--- config.mk ---
export PLATFORM = sky130hd
export DESIGN_NAME = grdz_sqrt
export DESIGN_NICKNAME = d
export VERILOG_FILES = /design/src/rtl/core/grdz_pkg.sv /design/src/rtl/core/grdz_sqrt.sv
export SDC_FILE = /design/constraint.sdc
export NUM_CORES = 2
export LEC_CHECK = 0
export BUFFER_PORTS_ARGS = -buffer_cell sky130_fd_sc_hd__buf_4
export CORE_AREA = 2 2 417 316
export CTS_BUF_LIST = sky130_fd_sc_hd__clkbuf_8
export DETAILED_ROUTE_END_ITERATION = 10
export DIE_AREA = 0 0 419 318
export GPL_TIMING_DRIVEN = 1
export PLACE_DENSITY = 0.48
export SETUP_SLACK_MARGIN = 0.05
export SYNTH_ARGS = -nofsm -noshare
export SYNTH_HDL_FRONTEND = slang
export SYNTH_SLANG_ARGS = --single-unit
--- constraint.sdc ---
create_clock -name i_clk -period 2.8 [get_ports i_clk]
set_input_delay 0.14 -clock i_clk [delete_from_list [all_inputs] [get_ports i_clk]]
set_output_delay 0.14 -clock i_clk [all_outputs]
set_load 0.01 [all_outputs]
--- src/rtl/core/grdz_pkg.sv ---
// ----------------------------------------------------------------------------
// grdz_pkg
// Widths, register codes and the per-step functions of the root and divide
// pipelines of the radial deadzone filter.
// ----------------------------------------------------------------------------
`default_nettype none

package grdz_pkg;

    // Internal axis magnitude and product widths.
    localparam int AXW        = 16;
    localparam int SQW        = 31;
    localparam int RADW       = 32;
    localparam int ROOTW      = 16;
    localparam int REMW       = 17;
    localparam int CFGW       = 15;
    localparam int TCFGW      = 8;
    localparam int QW         = 15;
    localparam int DIVW       = 31;
    localparam int NAX        = 4;
    localparam int NSTK       = 2;
    localparam int NTRG       = 2;
    localparam int NLANE      = NAX + NTRG;
    localparam int SQRT_STEPS = ROOTW;
    localparam int DIV_STEPS  = QW;
    // Input, square, sum, clamp, multiply, compare and output registers.
    localparam int LATENCY    = SQRT_STEPS + DIV_STEPS + 7;

    // Configuration register indexes.
    typedef enum logic [2:0] {
        REG_STICK_LIMIT   = 3'd0,
        REG_STICK_LIMIT_Y = 3'd1,
        REG_LEFT_DZ       = 3'd2,
        REG_RIGHT_DZ      = 3'd3,
        REG_RIGHT_DIV     = 3'd4,
        REG_TRIG_DZ       = 3'd5,
        REG_TRIG_FULL     = 3'd6
    } t_reg_idx;

    // One lane of the digit-by-digit square root.
    typedef struct packed {
        logic [RADW-1:0]  rad;
        logic [REMW-1:0]  rem;
        logic [ROOTW-1:0] root;
    } t_sq_st;

    // One lane of the restoring divider.
    typedef struct packed {
        logic [DIVW-1:0] rem;
        logic [DIVW-1:0] den;
        logic [QW-1:0]   quo;
    } t_dv_st;

    // Flags that travel beside the divider lanes.
    typedef struct packed {
        logic [15:0]     buttons;
        logic [NAX-1:0]  azero;
        logic [NAX-1:0]  sat;
        logic [NAX-1:0]  neg;
        logic [NTRG-1:0] tzero;
        logic [NTRG-1:0] tsat;
    } t_flags;

    // Resolve one root bit from the next two radicand bits.
    function automatic t_sq_st sqrt_step(input t_sq_st a);
        logic [REMW+1:0] r2;
        logic [REMW+1:0] tr;
        t_sq_st          o;
        r2 = {a.rem, a.rad[RADW-1 -: 2]};
        tr = {1'b0, a.root, 2'b01};
        o.rad = {a.rad[RADW-3:0], 2'b00};
        if (r2 >= tr) begin
            o.rem  = REMW'(r2 - tr);
            o.root = {a.root[ROOTW-2:0], 1'b1};
        end else begin
            o.rem  = r2[REMW-1:0];
            o.root = {a.root[ROOTW-2:0], 1'b0};
        end
        return o;
    endfunction

    // Resolve one quotient bit; the remainder stays below the divisor.
    function automatic t_dv_st div_step(input t_dv_st a);
        logic [DIVW:0] r2;
        t_dv_st        o;
        r2    = {a.rem, 1'b0};
        o.den = a.den;
        if (r2 >= {1'b0, a.den}) begin
            o.rem = DIVW'(r2 - {1'b0, a.den});
            o.quo = {a.quo[QW-2:0], 1'b1};
        end else begin
            o.rem = r2[DIVW-1:0];
            o.quo = {a.quo[QW-2:0], 1'b0};
        end
        return o;
    endfunction

endpackage

`default_nettype wire

--- src/rtl/core/grdz_sqrt.sv ---
// ----------------------------------------------------------------------------
// grdz_sqrt
// Pipelined integer square root, one root bit per register stage, with a
// sideband word that travels in step with the lanes.
// ----------------------------------------------------------------------------
`default_nettype none

module grdz_sqrt
    import grdz_pkg::*;
#(
    parameter int LANES  = 2,
    parameter int SIDE_W = 1
) (
    input  logic                        i_clk,
    input  logic                        i_rst_n,
    input  logic                        i_valid,
    input  logic [LANES-1:0][RADW-1:0]  i_rad,
    input  logic [SIDE_W-1:0]           i_side,
    output logic                        o_valid,
    output logic [LANES-1:0][ROOTW-1:0] o_root,
    output logic [SIDE_W-1:0]           o_side
);

    logic [SQRT_STEPS-1:0] r_valid;
    t_sq_st                r_st   [SQRT_STEPS][LANES];
    logic [SIDE_W-1:0]     r_side [SQRT_STEPS];
    t_sq_st                seed   [LANES];

    // Each lane starts with an empty root and remainder.
    always_comb begin
        for (int l = 0; l < LANES; l++) begin
            seed[l] = '{rad: i_rad[l], rem: '0, root: '0};
        end
    end

    // Valid bits move with the data.
    always_ff @(posedge i_clk) begin
        if (!i_rst_n) begin
            r_valid <= '0;
        end else begin
            r_valid <= {r_valid[SQRT_STEPS-2:0], i_valid};
        end
    end

    // One root bit per stage.
    always_ff @(posedge i_clk) begin
        for (int l = 0; l < LANES; l++) begin
            r_st[0][l] <= sqrt_step(seed[l]);
            for (int k = 1; k < SQRT_STEPS; k++) begin
                r_st[k][l] <= sqrt_step(r_st[k-1][l]);
            end
        end
        r_side[0] <= i_side;
        for (int k = 1; k < SQRT_STEPS; k++) begin
            r_side[k] <= r_side[k-1];
        end
    end

    always_comb begin
        for (int l = 0; l < LANES; l++) begin
            o_root[l] = r_st[SQRT_STEPS-1][l].root;
        end
    end

    assign o_valid = r_valid[SQRT_STEPS-1];
    assign o_side  = r_side[SQRT_STEPS-1];

endmodule

`default_nettype wire

==> flow_summary_export.csv <==
group,metric,value,unit
setup_path,reg2reg_to,"r_st[1][274]",
clock_network,numCtsBuffers,195,
clock_network,clockBufferDepth,3,
placement,place.gp.congestion,0.835,
setup_path,cp_slowest_cell,"dfxtp_1",
yosys,synth_cells,4257,
timing,tns,0,ns
yosys,synth-xor-area-share,6.52,%
setup_path,worstSetupStartpoint,"r_st[1][132]",
finish,post-route-util,41.6,%
outcome,status,"finished clean",
finish,area_delta_synth_final,20.3,%
clock_network,cts_sinks,1258,
global_route,antenna_found_initial,2,
global_route,grt_max_degree,28,
flow_run,cap_violations,0,
setup_path,r2r-start,"r_st[1][132]",
power,power_density,923,nW/µm²
timing,slew_headroom,59.4,%
yosys,yosysWarningCount,0,
setup_path,crit_arrival,3.35,ns
timing,fmax,381,MHz
die,fp-row-count,115,
global_route,grt_pass1_vias,28700,
setup_path,r2r_cells,8,
setup_path,critPathMaxFanout,16,
yosys,synth_top_family_by_area,"simple AND/OR/NAND/NOR gates",
die,die_y,318,µm
setup_path,end_kind,"register",
timing,finalMaxSlewViolations,0,
finish,nFillCells,12600,
clock_network,root_buffer,"clkbuf_8",
global_route,grtUsageTotal,13.3,%
finish,drive_gt1_share,13.0,%
yosys,synth_compound_area_share,10.9,%
finish,final_cells,6636,
yosys,yosys.area.top_type,"dfxtp_1",
detailed_routing,num_vias,29100,
timing,min_period,2.62,ns
setup_path,rrSetupSlack,0.18,ns
yosys,synthTopCellsByArea,"dfxtp_1 (56%), ha_1 (8.5%), xnor2_1 (3.3%)",
die,ios,102,
global_route,grt_pass1_wl,145,mm
detailed_routing,drt_iter0_markers,1332,
placement,hpwl,63.9,mm
timing,hold_violations,0,
yosys,ys_ff_latch,1258,
hold_path,hold_path.class,"reg -> reg",
timing,skew,0.0335,ns
setup_path,cp_num_cells,8,
setup_path,crit_family,"compound AO/OA/AOI/OAI gates",
timing,period_share,93.7,%
global_route,grt_overflow,0,
clock_network,cts_tree,"done",
detailed_routing,wire_per_inst,13.2,µm
detailed_routing,drt-total-wl,87.4,mm
yosys,synth_area_per_cell,10.5,µm²
power,leakage,25.4,nW
detailed_routing,dr.pass1.iters,5,
die,core,130000,µm²
setup_path,crit_type,"reg -> reg",
setup_path,max_stage_delay,0.48,ns
detailed_routing,ant_nets,0,
timing,hold_ws,0.302,ns
die,dieArea,133000,µm²
setup_path,crit_path_cell_trace,"inv_1 > ha_1 > nand4_1 > o22ai_2 > a22o_1 > nor2_2 > buf_4 > o31ai_1",
setup_path,crit_required,3.53,ns
yosys,synthFlopType,"dfxtp_1",
yosys,synthArstFlopShare,0,%
setup_path,critPathBufInv,2,
die,start_util,34.6,%
timing,rsz0062_at_grt,"false",
power,vdd_ir_drop_max,0.000438,V
timing,setup_viol,0,
detailed_routing,drcViolationCount,0,
yosys,synthSimpleGateAreaFrac,12.1,%
setup_path,setup.worst_path.end,"r_st[1][274]",
placement,port_buffers,101,
timing,tightest_slew,0.604,ns
detailed_routing,via_per_inst,4.38,
yosys,synth_edf_count,0,
yosys,synth_fa_ha_area_share,8.48,%
setup_path,crit_path_start_kind,"register",
yosys,synthesis.area,44900,µm²
clock_network,path_clk_slew,0.06,ns
yosys,synth_top_area_share,56.1,%
die,fp.dieW,419,µm
clock_network,clock_latency,0.91,ns
yosys,muxShareOfSynthArea,1.73,%
power,p_total,49.8,mW
yosys,synth_seq_area_share,56.1,%
finish,nets,5091,
yosys,yosys.cell_types.count,93,
placement,placed_cells,6134,
clock_network,htree_levels,4,
## worst min path at each step
| stage | start | to | cells past startpoint |
|---|---|---|---|
| floorplan | i_side | r_side[0][0] | 0 |
| global placement | i_rad[4] | r_st[0][100] | 1 |
| detailed placement | i_rad[7] | r_st[0][103] | 1 |
| CTS | i_rad[13] | r_st[0][109] | 3 |
| global route | r_st[0][552] | r_st[0][680] | 0 |
| finish | r_st[0][552] | r_st[0][680] | 0 |
## metrics by stage
step / worst slack [ns] / instance area (µm²)
2_1_floorplan: 0.379 / 44900
3_3_place_gp: -0.169 / 48200
3_5_place_dp: -0.171 / 48200
4_1_cts: 0.0982 / 53800
5_1_grt: 0.0471 / 54000
6_report: 0.175 / 54000
## registers in the layout, summed over array words and instances (netlist names)
| signal | cells |
|---|---|
| r_side | 16 |
| r_st | 1226 |
| r_valid | 16 |
## cells in the final DEF (no fill, tap or decap), drive strengths merged, types with 61 or more instances in the layout
cell,instances
a21o,84
a21oi,198
buf,212
clkbuf,243
dfxtp,1258
dlygate4sd3,138
ha,304
inv,421
nand2,262
nand2b,61
nand3,74
nor2,253
nor3,98
o21ai,242
xnor2,171
xor2,163
## synthesized netlist by cell type (all sizes together) (26+ instances only)
master / n
nand2b: 61
nor2: 253
or4: 26
or3: 51
nor2b: 45
o21ai: 242
xnor2: 171
a21o: 84
o21a: 52
xor2: 163
nor3: 98
and2: 35
nand4: 29
inv: 360
nand3: 74
a21oi: 198
o31ai: 31
buf: 70
dfxtp: 1258
ha: 304
mux2: 56
nor4: 51
nand2: 262
## power breakdown
group | internal, mW | switching (mW)
sequential | 21.2 | 2.13
combinational | 5.01 | 5.35
clock | 9.07 | 7.10
## what timing repair did
action | 4_1_cts | 5_1_grt
pin swaps | 1 | 5
setup buffers | 0 | 5
endpoints found under the hold margin | 83 | 0
gates resized for setup | 4 | 29
hold buffers | 138 | 0
endpoints found under the setup margin | 19 | 76
## cell type report
| type | count | area, µm² | share of cell area [%] |
|---|---|---|---|
| sequential | 1258 | 25200 | 46.6 |
| multi-input combinational | 2554 | 18000 | 33.3 |
| clock buffer | 243 | 3340 | 6.19 |
| timing repair buffer | 350 | 3020 | 5.60 |
| tap | 1755 | 2200 | 4.07 |
| inverter | 360 | 1350 | 2.50 |
| clock inverter | 111 | 893 | 1.65 |
| antenna | 5 | 12.5 | 0.0232 |
## cell families after synthesis
group           after synthesis
flops                      1258
simple gates               1075
compound gates              769
buf+inv                     446
xor+xnor                    334
fa+ha+maj                   304
mux                          70
other cells                   1
## layer usage
metal	vias to the layer above	share of wire, %	global-route usage, %
met5	-	0	0
met4	0	2.5	5.19
met3	147	4.7	3.29
met2	465	39	18.4
met1	13000	54	19.5
li1	15400	-	-
(Power assumes the default switching activity.)
